$ cat config.mk
export PLATFORM = sky130hd
export DESIGN_NAME = pulse_width_frame_transmitter_flat
export DESIGN_NICKNAME = d
export VERILOG_FILES = /design/src/hw/rtl/pwft_pkg.sv /design/src/hw/rtl/pwft_channels.sv /design/src/hw/rtl/pwft_seq.sv /design/src/hw/rtl/pulse_width_frame_transmitter.sv /design/src/flat_wrapper.sv
export SDC_FILE = /design/constraint.sdc
export NUM_CORES = 1
export LEC_CHECK = 0
export CORE_MARGIN = 5
export CORE_UTILIZATION = 23
export DETAILED_ROUTE_END_ITERATION = 7
export DONT_BUFFER_PORTS = 1
export PLACE_DENSITY = 0.41
export SLEW_MARGIN = 15
export SYNTH_ARGS = -nofsm -noshare
export SYNTH_HDL_FRONTEND = slang
export SYNTH_SLANG_ARGS = --single-unit
export TNS_END_PERCENT = 20
$ cat constraint.sdc
create_clock -name clk -period 5.8 [get_ports clk]
set_clock_uncertainty 0.05 [all_clocks]
set_input_delay 1.74 -clock clk [delete_from_list [all_inputs] [get_ports clk]]
set_output_delay 1.74 -clock clk [all_outputs]
set_load 0.005 [all_outputs]
$ cat src/hw/rtl/pwft_pkg.sv
// pwft_pkg: types, widths and reset values shared by the pulse-width frame sender
// no dependencies

package pwft_pkg;

  localparam int TIME_W          = 16;
  localparam int PERIOD_W        = 16;
  localparam int DATA_W          = 26;
  localparam int FRAME_BITS_DEF  = 26;
  localparam int CFG_IDX_W       = 1;
  localparam int CFG_DATA_W      = 26;

  localparam logic [PERIOD_W-1:0] BASE_PERIOD_RST = 16'd1000;
  localparam logic [DATA_W-1:0]   DATA_WORD_RST   = 26'd61455;

  localparam logic [CFG_IDX_W-1:0] CFG_BASE_PERIOD = 1'd0;
  localparam logic [CFG_IDX_W-1:0] CFG_DATA_WORD   = 1'd1;

  localparam logic ACT_COMPARE = 1'b0;
  localparam logic ACT_START   = 1'b1;

  typedef enum logic [2:0] {
    PH_IDLE       = 3'd0,
    PH_GAP        = 3'd1,
    PH_START_LOW  = 3'd2,
    PH_START_HIGH = 3'd3,
    PH_DATA_LOW   = 3'd4,
    PH_DATA_HIGH  = 3'd5
  } phase_t;

  typedef enum logic [1:0] {
    UNITS_1,
    UNITS_2,
    UNITS_5
  } units_t;

  typedef struct packed {
    logic              action;
    logic [TIME_W-1:0] capture_time;
  } item_t;

  typedef struct packed {
    logic [TIME_W-1:0] next_compare;
    logic              pin_level;
    logic              stop_timer;
  } res_t;

endpackage

$ cat src/hw/rtl/pwft_channels.sv
// pwft channel interfaces: input request, result and register write channels
// depends on pwft_pkg

interface pwft_in_if;
  logic                           valid;
  logic                           ready;
  logic                           action;
  logic [pwft_pkg::TIME_W-1:0]    capture_time;

  modport source (output valid, output action, output capture_time, input ready);
  modport sink   (input valid, input action, input capture_time, output ready);
endinterface

interface pwft_out_if;
  logic                           valid;
  logic                           ready;
  logic [pwft_pkg::TIME_W-1:0]    next_compare;
  logic                           pin_level;
  logic                           stop_timer;

  modport source (output valid, output next_compare, output pin_level,
                  output stop_timer, input ready);
  modport sink   (input valid, input next_compare, input pin_level,
                  input stop_timer, output ready);
endinterface

interface pwft_cfg_if;
  logic                             valid;
  logic                             ready;
  logic [pwft_pkg::CFG_IDX_W-1:0]   index;
  logic [pwft_pkg::CFG_DATA_W-1:0]  wdata;

  modport source (output valid, output index, output wdata, input ready);
  modport sink   (input valid, input index, input wdata, output ready);
endinterface

$ cat src/hw/rtl/pwft_seq.sv
// pwft_seq: frame phase state machine and next compare time computation
// depends on pwft_pkg

module pwft_seq #(
  parameter int FRAME_BITS = pwft_pkg::FRAME_BITS_DEF
) (
  input  logic                              clk,
  input  logic                              rst_n,
  input  logic                              step,
  input  pwft_pkg::item_t                   item,
  input  logic [pwft_pkg::PERIOD_W-1:0]     base_period,
  input  logic [pwft_pkg::DATA_W-1:0]       data_word,
  output pwft_pkg::res_t                    res
);

  localparam int POS_W = (FRAME_BITS > 1) ? $clog2(FRAME_BITS) : 1;
  localparam logic [POS_W-1:0] LAST_POS = POS_W'(FRAME_BITS - 1);

  pwft_pkg::phase_t  phase_r, phase_nxt, evt_phase;
  logic [POS_W-1:0]  pos_r, pos_nxt, evt_pos;
  logic [FRAME_BITS-1:0] frame_data;
  logic              cur_bit;
  pwft_pkg::units_t  units;
  logic              level;
  logic              stop;
  logic [pwft_pkg::TIME_W-1:0] period_x1, period_x2, period_x5, offset;

  // bits past the data register read as zero
  for (genvar i = 0; i < FRAME_BITS; i++) begin : g_frame
    if (i < pwft_pkg::DATA_W) begin : g_data
      assign frame_data[i] = data_word[i];
    end else begin : g_zero
      assign frame_data[i] = 1'b0;
    end
  end

  assign cur_bit   = frame_data[pos_r];
  assign period_x1 = base_period;
  assign period_x2 = {base_period[pwft_pkg::PERIOD_W-2:0], 1'b0};
  assign period_x5 = {base_period[pwft_pkg::PERIOD_W-3:0], 2'b00} + base_period;

  always_ff @(posedge clk) begin
    if (!rst_n) begin
      phase_r <= pwft_pkg::PH_IDLE;
      pos_r   <= '0;
    end else begin
      phase_r <= phase_nxt;
      pos_r   <= pos_nxt;
    end
  end

  always_comb begin
    evt_phase = pwft_pkg::PH_IDLE;
    evt_pos   = pos_r;
    units     = pwft_pkg::UNITS_1;
    level     = 1'b0;
    stop      = 1'b0;
    case (phase_r)
      pwft_pkg::PH_GAP: begin
        units     = pwft_pkg::UNITS_5;
        evt_phase = pwft_pkg::PH_START_LOW;
      end
      pwft_pkg::PH_START_LOW: begin
        units     = pwft_pkg::UNITS_2;
        evt_phase = pwft_pkg::PH_START_HIGH;
      end
      pwft_pkg::PH_START_HIGH: begin
        units     = pwft_pkg::UNITS_1;
        level     = 1'b1;
        evt_phase = pwft_pkg::PH_DATA_LOW;
        evt_pos   = LAST_POS;
      end
      pwft_pkg::PH_DATA_LOW: begin
        units     = cur_bit ? pwft_pkg::UNITS_2 : pwft_pkg::UNITS_1;
        evt_phase = pwft_pkg::PH_DATA_HIGH;
      end
      pwft_pkg::PH_DATA_HIGH: begin
        units = cur_bit ? pwft_pkg::UNITS_1 : pwft_pkg::UNITS_2;
        level = 1'b1;
        if (pos_r == '0) begin
          evt_phase = pwft_pkg::PH_IDLE;
        end else begin
          evt_phase = pwft_pkg::PH_DATA_LOW;
          evt_pos   = pos_r - POS_W'(1);
        end
      end
      default: begin
        stop      = 1'b1;
        evt_phase = pwft_pkg::PH_IDLE;
      end
    endcase

    case (units)
      pwft_pkg::UNITS_2: offset = period_x2;
      pwft_pkg::UNITS_5: offset = period_x5;
      default:           offset = period_x1;
    endcase

    res.next_compare = stop ? '0 : item.capture_time + offset;
    res.pin_level    = level;
    res.stop_timer   = stop;

    phase_nxt = phase_r;
    pos_nxt   = pos_r;
    if (step) begin
      if (item.action == pwft_pkg::ACT_START) begin
        phase_nxt = pwft_pkg::PH_GAP;
        pos_nxt   = '0;
      end else begin
        phase_nxt = evt_phase;
        pos_nxt   = evt_pos;
      end
    end
  end

endmodule

$ cat src/hw/rtl/pulse_width_frame_transmitter.sv
// Pulse-width frame sender for one output-compare pin. A start request arms the frame
// and returns nothing; every compare request returns one result with the next compare
// time, the pin level and the stop flag. A request passes an input register and a
// result register, in that order, before its result is valid; the block takes one request
// per cycle as long as results are taken, limited only by the result register. Registers
// (base period, data word) are written through the cfg channel, which is always ready;
// the user must write them only while no request is in flight, which the block itself
// does not enforce.
// depends on pwft_pkg, pwft_channels, pwft_seq

module pulse_width_frame_transmitter #(
  parameter int FRAME_BITS = pwft_pkg::FRAME_BITS_DEF
) (
  input  logic        clk,
  input  logic        rst_n,
  pwft_in_if.sink     in_if,
  pwft_out_if.source  out_if,
  pwft_cfg_if.sink    cfg_if
);

  pwft_pkg::item_t                 in_item_r;
  logic                            in_vld_r, in_vld_nxt;
  pwft_pkg::res_t                  res_r, res;
  logic                            out_vld_r, out_vld_nxt;
  logic [pwft_pkg::PERIOD_W-1:0]   base_period_r;
  logic [pwft_pkg::DATA_W-1:0]     data_word_r;
  logic                            advance;
  logic                            in_acc;

  assign advance = in_vld_r && (in_item_r.action == pwft_pkg::ACT_START ||
                                !out_vld_r || out_if.ready);
  assign in_if.ready = !in_vld_r || advance;
  assign in_acc      = in_if.valid && in_if.ready;
  assign cfg_if.ready = 1'b1;

  always_comb begin
    in_vld_nxt  = in_acc ? 1'b1 : (advance ? 1'b0 : in_vld_r);
    out_vld_nxt = out_vld_r;
    if (advance && in_item_r.action == pwft_pkg::ACT_COMPARE) begin
      out_vld_nxt = 1'b1;
    end else if (out_if.ready) begin
      out_vld_nxt = 1'b0;
    end
  end

  always_ff @(posedge clk) begin
    if (!rst_n) begin
      in_vld_r  <= 1'b0;
      out_vld_r <= 1'b0;
    end else begin
      in_vld_r  <= in_vld_nxt;
      out_vld_r <= out_vld_nxt;
    end
  end

  always_ff @(posedge clk) begin
    if (in_acc) begin
      in_item_r.action       <= in_if.action;
      in_item_r.capture_time <= in_if.capture_time;
    end
    if (advance && in_item_r.action == pwft_pkg::ACT_COMPARE) begin
      res_r <= res;
    end
  end

  always_ff @(posedge clk) begin
    if (!rst_n) begin
      base_period_r <= pwft_pkg::BASE_PERIOD_RST;
      data_word_r   <= pwft_pkg::DATA_WORD_RST;
    end else if (cfg_if.valid) begin
      case (cfg_if.index)
        pwft_pkg::CFG_BASE_PERIOD: base_period_r <= cfg_if.wdata[pwft_pkg::PERIOD_W-1:0];
        pwft_pkg::CFG_DATA_WORD:   data_word_r   <= cfg_if.wdata[pwft_pkg::DATA_W-1:0];
        default: ;
      endcase
    end
  end

  pwft_seq #(
    .FRAME_BITS (FRAME_BITS)
  ) u_seq (
    .clk         (clk),
    .rst_n       (rst_n),
    .step        (advance),
    .item        (in_item_r),
    .base_period (base_period_r),
    .data_word   (data_word_r),
    .res         (res)
  );

  assign out_if.valid        = out_vld_r;
  assign out_if.next_compare = res_r.next_compare;
  assign out_if.pin_level    = res_r.pin_level;
  assign out_if.stop_timer   = res_r.stop_timer;

endmodule

$ cat src/flat_wrapper.sv
// flat-port wrapper written by rule: the top's interface ports become plain ports
module pulse_width_frame_transmitter_flat 
#(
  parameter int FRAME_BITS = pwft_pkg::FRAME_BITS_DEF
)
  (clk, rst_n, in_if_valid, in_if_action, in_if_capture_time, in_if_ready, out_if_valid, out_if_next_compare, out_if_pin_level, out_if_stop_timer, out_if_ready, cfg_if_valid, cfg_if_index, cfg_if_wdata, cfg_if_ready);
  pwft_in_if in_if_i ();
  pwft_out_if out_if_i ();
  pwft_cfg_if cfg_if_i ();
  input  logic clk;
  input  logic rst_n;
  input wire logic [$bits(in_if_i.valid)-1:0] in_if_valid;
  input wire logic [$bits(in_if_i.action)-1:0] in_if_action;
  input wire logic [$bits(in_if_i.capture_time)-1:0] in_if_capture_time;
  output wire logic [$bits(in_if_i.ready)-1:0] in_if_ready;
  output wire logic [$bits(out_if_i.valid)-1:0] out_if_valid;
  output wire logic [$bits(out_if_i.next_compare)-1:0] out_if_next_compare;
  output wire logic [$bits(out_if_i.pin_level)-1:0] out_if_pin_level;
  output wire logic [$bits(out_if_i.stop_timer)-1:0] out_if_stop_timer;
  input wire logic [$bits(out_if_i.ready)-1:0] out_if_ready;
  input wire logic [$bits(cfg_if_i.valid)-1:0] cfg_if_valid;
  input wire logic [$bits(cfg_if_i.index)-1:0] cfg_if_index;
  input wire logic [$bits(cfg_if_i.wdata)-1:0] cfg_if_wdata;
  output wire logic [$bits(cfg_if_i.ready)-1:0] cfg_if_ready;
  assign in_if_i.valid = in_if_valid;
  assign in_if_i.action = in_if_action;
  assign in_if_i.capture_time = in_if_capture_time;
  assign in_if_ready = in_if_i.ready;
  assign out_if_valid = out_if_i.valid;
  assign out_if_next_compare = out_if_i.next_compare;
  assign out_if_pin_level = out_if_i.pin_level;
  assign out_if_stop_timer = out_if_i.stop_timer;
  assign out_if_i.ready = out_if_ready;
  assign cfg_if_i.valid = cfg_if_valid;
  assign cfg_if_i.index = cfg_if_index;
  assign cfg_if_i.wdata = cfg_if_wdata;
  assign cfg_if_ready = cfg_if_i.ready;
  pulse_width_frame_transmitter #(.FRAME_BITS(FRAME_BITS)) u_core (.clk(clk), .rst_n(rst_n), .in_if(in_if_i), .out_if(out_if_i), .cfg_if(cfg_if_i));
endmodule
==> flow_summary.json, run 1 <==
{
  "status": "complete, no violations",
  "core-area_um2": 21800,
  "met2_usage": 0.175,
  "grt_max_degree": 27,
  "top_usage_layer": "met2",
  "slew_violations": 0,
  "setup_viol": 0,
  "seqPwrFrac": 0.470,
  "core.rowCount": 54,
  "tritoncts": "done",
  "n_antenna_cell": 0,
  "mostFrequentLayoutCells": "nand2_1 (115), a21oi_1 (56), dfxtp_1 (52), edfxtp_1 (35)",
  "fin_setup_tns_ns": 0,
  "synth_cell_types": 54,
  "worst_slew_pin_slew_ns": 0.921,
  "fin_nets": 639,
  "ant_nets": 0,
  "synth_async_sr_flop_share": 0,
  "p_clk_frac": 0.376,
  "setup.worst_path.start_class": "register",
  "h-tree-depth": 3,
  "grt-ovfl-total": 0,
  "hold_path.class": "reg -> reg",
  "num_vias": 3925,
  "worstSetupPathType": "reg -> reg",
  "p_comb_frac": 0.154,
  "viasPerCell": 4.68,
  "worst_ep_arrival_time_ns": 5.26,
  "path_max_fanout": 17,
  "min_period_ns": 5.21,
  "grt_pass1_wl_mm": 20.5,
  "wirelength_mm": 12.9,
  "maxCapViolations": 0,
  "die_y_um": 158,
  "synth_nets": 652,
  "grt_use_total": 0.106,
  "p_leak_uw": 0.00203,
  "worstSetupEndpointType": "register",
  "yosysSeqAreaShare": 0.414,
  "powerDensity_nw_per_um2": 264,
  "boundaryPins": 70,
  "clkSinkCount": 87,
  "antenna_found_initial": 0,
  "syn_inst": 567,
  "clockRootBuffer": "clkbuf_16",
  "initial_utilization": 0.232,
  "clockBufferDepth": 2,
  "drc": 0,
  "yosysWarnings": 0,
  "rsz0062_at_grt": "false",
  "synth-main-ff-cell": "dfxtp_1",
  "use_met3": 0.0402,
  "crit_slowest_cell": "dfxtp_1",
  "cts.reportedPaths.clkPinSlew_ns": 0.07,
  "cts_setup_buffers": 0,
  "cts_hold_buf": 0,
  "synth_seq_cells": 87,
  "switching_share": 0.267,
  "cts_resized": 0,
  "grt_pass1_vias": 3934,
  "place_congestion": 0.786,
  "cp_data_required_time_ns": 5.85,
  "place_area_um2": 5290,
  "fmax_mhz": 192,
  "use_met1": 0.129,
  "final_common_cell": "nand2_1",
  "dr.pass1.iters": 5,
  "power.switching_uw": 393,
  "hpwl_mm": 10.1,
  "area_growth_pct": 10.3,
  "synth_area_per_cell_um2": 8.91,
  "clk_latency_ns": 0.35,
  "internal_power_uw": 1080,
  "postLayoutCellArea_um2": 5580,
  "synth-edff-count": 35,
  "period_share": 0.898,
  "drive_above_1_share": 0.0465,
  "ir_worst_vdd_uv": 107,
  "drtIter0Drc": 259,
  "synthesis.area_um2": 5050,
  "final_hold_viol_count": 0,
  "hold_ws_ns": 0.402,
  "numCtsBuffers": 9,
  "post_drt_wl_per_cell_um": 15.4,
  "portBuffers": 0,
  "die_area_um2": 25000,
  "max_stage_delay_ns": 0.64,
  "relSlewSlack": 0.384,
  "die_w_um": 158,
  "crit_chain": "mux4_1 > mux4_2 > mux2i_1 > xnor2_1 > nand3_1 > o22ai_1 > ha_1 > inv_1 > nand3_1 > nand2_1 > fa_1 > a21o_1 > a21o_1 > nand2_1 > o2bb2ai_1 > nand2b_1 > a32oi_1 > mux2_2"
}
## sequential cells by signal, summed over array words and instances (netlist names)
register and cells:
u_core.out_if.pin_level 1, u_core.base_period_r 16, u_core.in_item_r 17, u_core.u_seq.pos_r 5, u_core.out_if.stop_timer 1, u_core.u_seq.phase_r 3
u_core.out_if.valid 1, u_core.out_if.next_compare 16, u_core.in_vld_r 1, u_core.data_word_r 26
## synth_stat cells (all sizes together) (3+ instances only)
master | number | area (um2)
a21oi | 56 | 280
o221ai | 4 | 35.0
xnor2 | 16 | 140
o311ai | 3 | 26.3
edfxtp | 35 | 1050
nand3 | 20 | 100
nor3 | 10 | 50.1
nand2b | 8 | 50.1
nor2b | 8 | 50.1
nand2 | 115 | 432
a221oi | 6 | 52.6
a211oi | 4 | 30.0
and2 | 3 | 18.8
a21o | 11 | 82.6
buf | 9 | 80.1
xor2 | 7 | 61.3
a22oi | 5 | 37.5
clkbuf | 20 | 75.1
nor4 | 4 | 25.0
inv | 23 | 86.3
o21a | 4 | 30.0
ha | 34 | 425
nor2 | 35 | 131
o21ai | 27 | 135
a21boi | 4 | 30.0
mux4 | 7 | 176
o211ai | 8 | 60.1
dfxtp | 52 | 1040
## through the flow
stage,utilization,total power (uW),cells,worst slack (ns)
floorplan,-,880,567,1.01
global placement,0.243,931,823,0.662
detailed placement,0.243,932,823,0.574
CTS,0.256,1500,839,0.533
global route,0.256,1550,839,0.0446
finish,0.256,1470,839,0.589
## power by group through the flow
stage	Clock [uW]	Sequential, uW	Combinational [uW]
after floorplan	0	692	188
after global placement	0	705	227
after detailed placement	0	704	228
after CTS	575	691	229
after global routing	600	694	259
final	553	690	227
## area by class of cell
type                    count  area [um2]
fillers                  2358       16200
multi-input cells         428        2730
flip-flops and latches     87        2090
well taps                 280         350
clock buffers              12         256
inverters                  23        86.3
repair buffers              5        37.5
clock inverters             4        28.8
## worst max-delay path, delay by kind of cell (launching register included)
kind                     cells  cell delay (ns)
AO/OA/AOI/OAI                5             0.79
XOR/XNOR                     1             0.08
adder cells (fa/ha/maj)      2             1.05
buffers and inverters        1             0.17
flip-flops                   1             0.64
multiplexers                 4             1.57
AND/OR/NAND/NOR              5             0.60
## worst paths after layout
kind	from	endpoint	slack, ns	cells after the start
worst min register to register	u_core.data_word_r[24]	u_core.data_word_r[24]	0.40	2
worst min-delay path	u_core.data_word_r[24]	u_core.data_word_r[24]	0.40	2
worst max register to register	u_core.u_seq.pos_r[0]	u_core.out_if.next_compare[14]	0.59	18
worst max-delay path	u_core.u_seq.pos_r[0]	u_core.out_if.next_compare[14]	0.59	18
## per-layer routing
layer / share of wire / vias to the layer above
met4: 0.013 / 0
li1: - / 2002
met2: 0.47 / 84
met1: 0.46 / 1826
met3: 0.064 / 13
met5: 0 / -
## logic make-up (layout without fill, tap and decap cells)
group                    Yosys count  count (layout)  synth area share
flip-flops                        87              87             0.414
AO/OA/AOI/OAI                    147             147             0.183
multiplexers                      11              11            0.0433
other                              1               1          0.000742
buffers and inverters             52              44            0.0478
XOR/XNOR                          23              23            0.0399
adder cells (fa/ha/maj)           36              36            0.0921
AND/OR/NAND/NOR                  210             210             0.179
Power figures use the tool's default switching activity.
==> run 2, diff against run 1 <==
==> constraint.sdc (replaced) <==
create_clock -name clk -period 5.8 [get_ports clk]
set_clock_uncertainty 0.05 [all_clocks]
set_input_delay 0.58 -clock clk [delete_from_list [all_inputs] [get_ports clk]]
set_output_delay 0.58 -clock clk [all_outputs]
set_load 0.005 [all_outputs]
==> flow_summary.json, run 2 (synthesis gave the netlist of run 1 again) <==
{
  "core-area_um2": 21800,
  "core.rowCount": 54,
  "die_y_um": 158,
  "drtIter0Drc": 202,
  "fin_setup_tns_ns": 0,
  "period_share": 0.899,
  "status": "complete, no violations",
  "largest-register": "u_core.data_word_r",
  "p_leak_uw": 0.00203,
  "place_area_um2": 5280,
  "viasPerCell": 4.69,
  "dr.pass1.iters": 4,
  "die_w_um": 158,
  "grt-ovfl-total": 0,
  "clockBufferDepth": 2,
  "relSlewSlack": 0.257,
  "grt_pass1_wl_mm": 20.6,
  "clockRootBuffer": "clkbuf_16",
  "cts.reportedPaths.clkPinSlew_ns": 0.07,
  "rsz0062_at_grt": "false",
  "hpwl_mm": 10.0,
  "worstSetupPathType": "reg -> reg",
  "initial_utilization": 0.232,
  "n_antenna_cell": 0,
  "boundaryPins": 70,
  "clk_latency_ns": 0.35,
  "hold_path.class": "in -> reg",
  "fmax_mhz": 192,
  "num_vias": 3928,
  "wirelength_mm": 12.9,
  "worstSetupEndpointType": "register",
  "final_hold_viol_count": 0,
  "cp_data_required_time_ns": 5.84,
  "setup.worst_path.start_class": "register",
  "area_growth_pct": 10.5,
  "grt_max_degree": 27,
  "place_congestion": 0.785,
  "drc": 0,
  "final_common_cell": "nand2_1",
  "h-tree-depth": 3,
  "antenna_found_initial": 0,
  "postLayoutCellArea_um2": 5590,
  "min_period_ns": 5.21,
  "portBuffers": 0,
  "setup_viol": 0,
  "largest_register_ffs": 26,
  "path_max_fanout": 16,
  "fin_nets": 638,
  "cts_hold_buf": 0,
  "worst_ep_arrival_time_ns": 5.26,
  "tritoncts": "done",
  "mostFrequentLayoutCells": "nand2_1 (115), a21oi_1 (56), dfxtp_1 (52), edfxtp_1 (35), nor2_1 (34)",
  "clkSinkCount": 87,
  "drive_above_1_share": 0.0448,
  "maxCapViolations": 0,
  "post_drt_wl_per_cell_um": 15.4,
  "ant_nets": 0,
  "hold_ws_ns": 0.251,
  "powerDensity_nw_per_um2": 270,
  "die_area_um2": 25000,
  "slew_violations": 0,
  "numCtsBuffers": 9,
  "grt_pass1_vias": 3818,
  "top_regs": "u_core.data_word_r x26, u_core.in_item_r x17",
  "ir_worst_vdd_uv": 94.4,
  "grt_use_total": 0.105,
  "worst_slew_pin_slew_ns": 1.11
}
==> run 2: final timing paths <==
kind | to | start | slack [ns] | depth (start not counted)
setup / recovery | u_core.out_if.next_compare[14] | u_core.u_seq.pos_r[0] | 0.59 | 17
hold reg to reg | u_core.data_word_r[24] | u_core.data_word_r[24] | 0.40 | 2
hold / removal | u_core.data_word_r[12] | rst_n | 0.25 | 1
setup reg to reg | u_core.out_if.next_compare[14] | u_core.u_seq.pos_r[0] | 0.59 | 17
==> run 2: worst max-delay path, cell delays in order, from the launching register on <==
cell	delay (ns)
dfxtp_1	0.65
mux4_1	0.63
mux4_2	0.45
mux2i_1	0.19
xnor2_1	0.14
nand3_1	0.11
o22a_1	0.20
ha_1	0.39
o21a_1	0.27
ha_1	0.21
fa_1	0.41
a21o_1	0.18
a21o_1	0.19
nand2_1	0.09
o2bb2ai_1	0.21
nand2b_1	0.18
a32oi_1	0.10
mux2_2	0.28
==> run 2: metrics by stage <==
step           utilization  std cells  total power (uW)  worst slack (ns)
4_1_cts              0.257        838              1530             0.527
3_3_place_gp         0.243        822               931             0.668
3_5_place_dp         0.243        822               932             0.572
6_report             0.257        838              1510             0.588
5_1_grt              0.257        838              1590             0.136
2_1_floorplan            -        567               880              1.01
==> run 2: area by class of cell <==
type	count	area [um2]
multi-input cells	428	2730
clock inverters	4	53.8
flip-flops and latches	87	2090
repair buffers	4	30.0
well taps	280	350
clock buffers	12	246
inverters	23	86.3
fillers	2344	16200
==> run 2: repair_timing <==
item	4_1_cts	5_1_grt
gates resized for setup	0	1
setup buffers	0	0
endpoints found under the setup margin	0	1
==> run 2: per-layer routing <==
layer,wire length (um),track usage,up-vias
met5,0,0,-
met4,206,0.0313,0
met1,5980,0.134,1837
met2,5920,0.167,78
li1,-,-,1996
met3,835,0.0383,17
==> run 2: where the power goes <==
part,internal [uW],switching (uW)
sequential,666,24.0
clock,348,241
combinational,96.5,131
total,1110,396
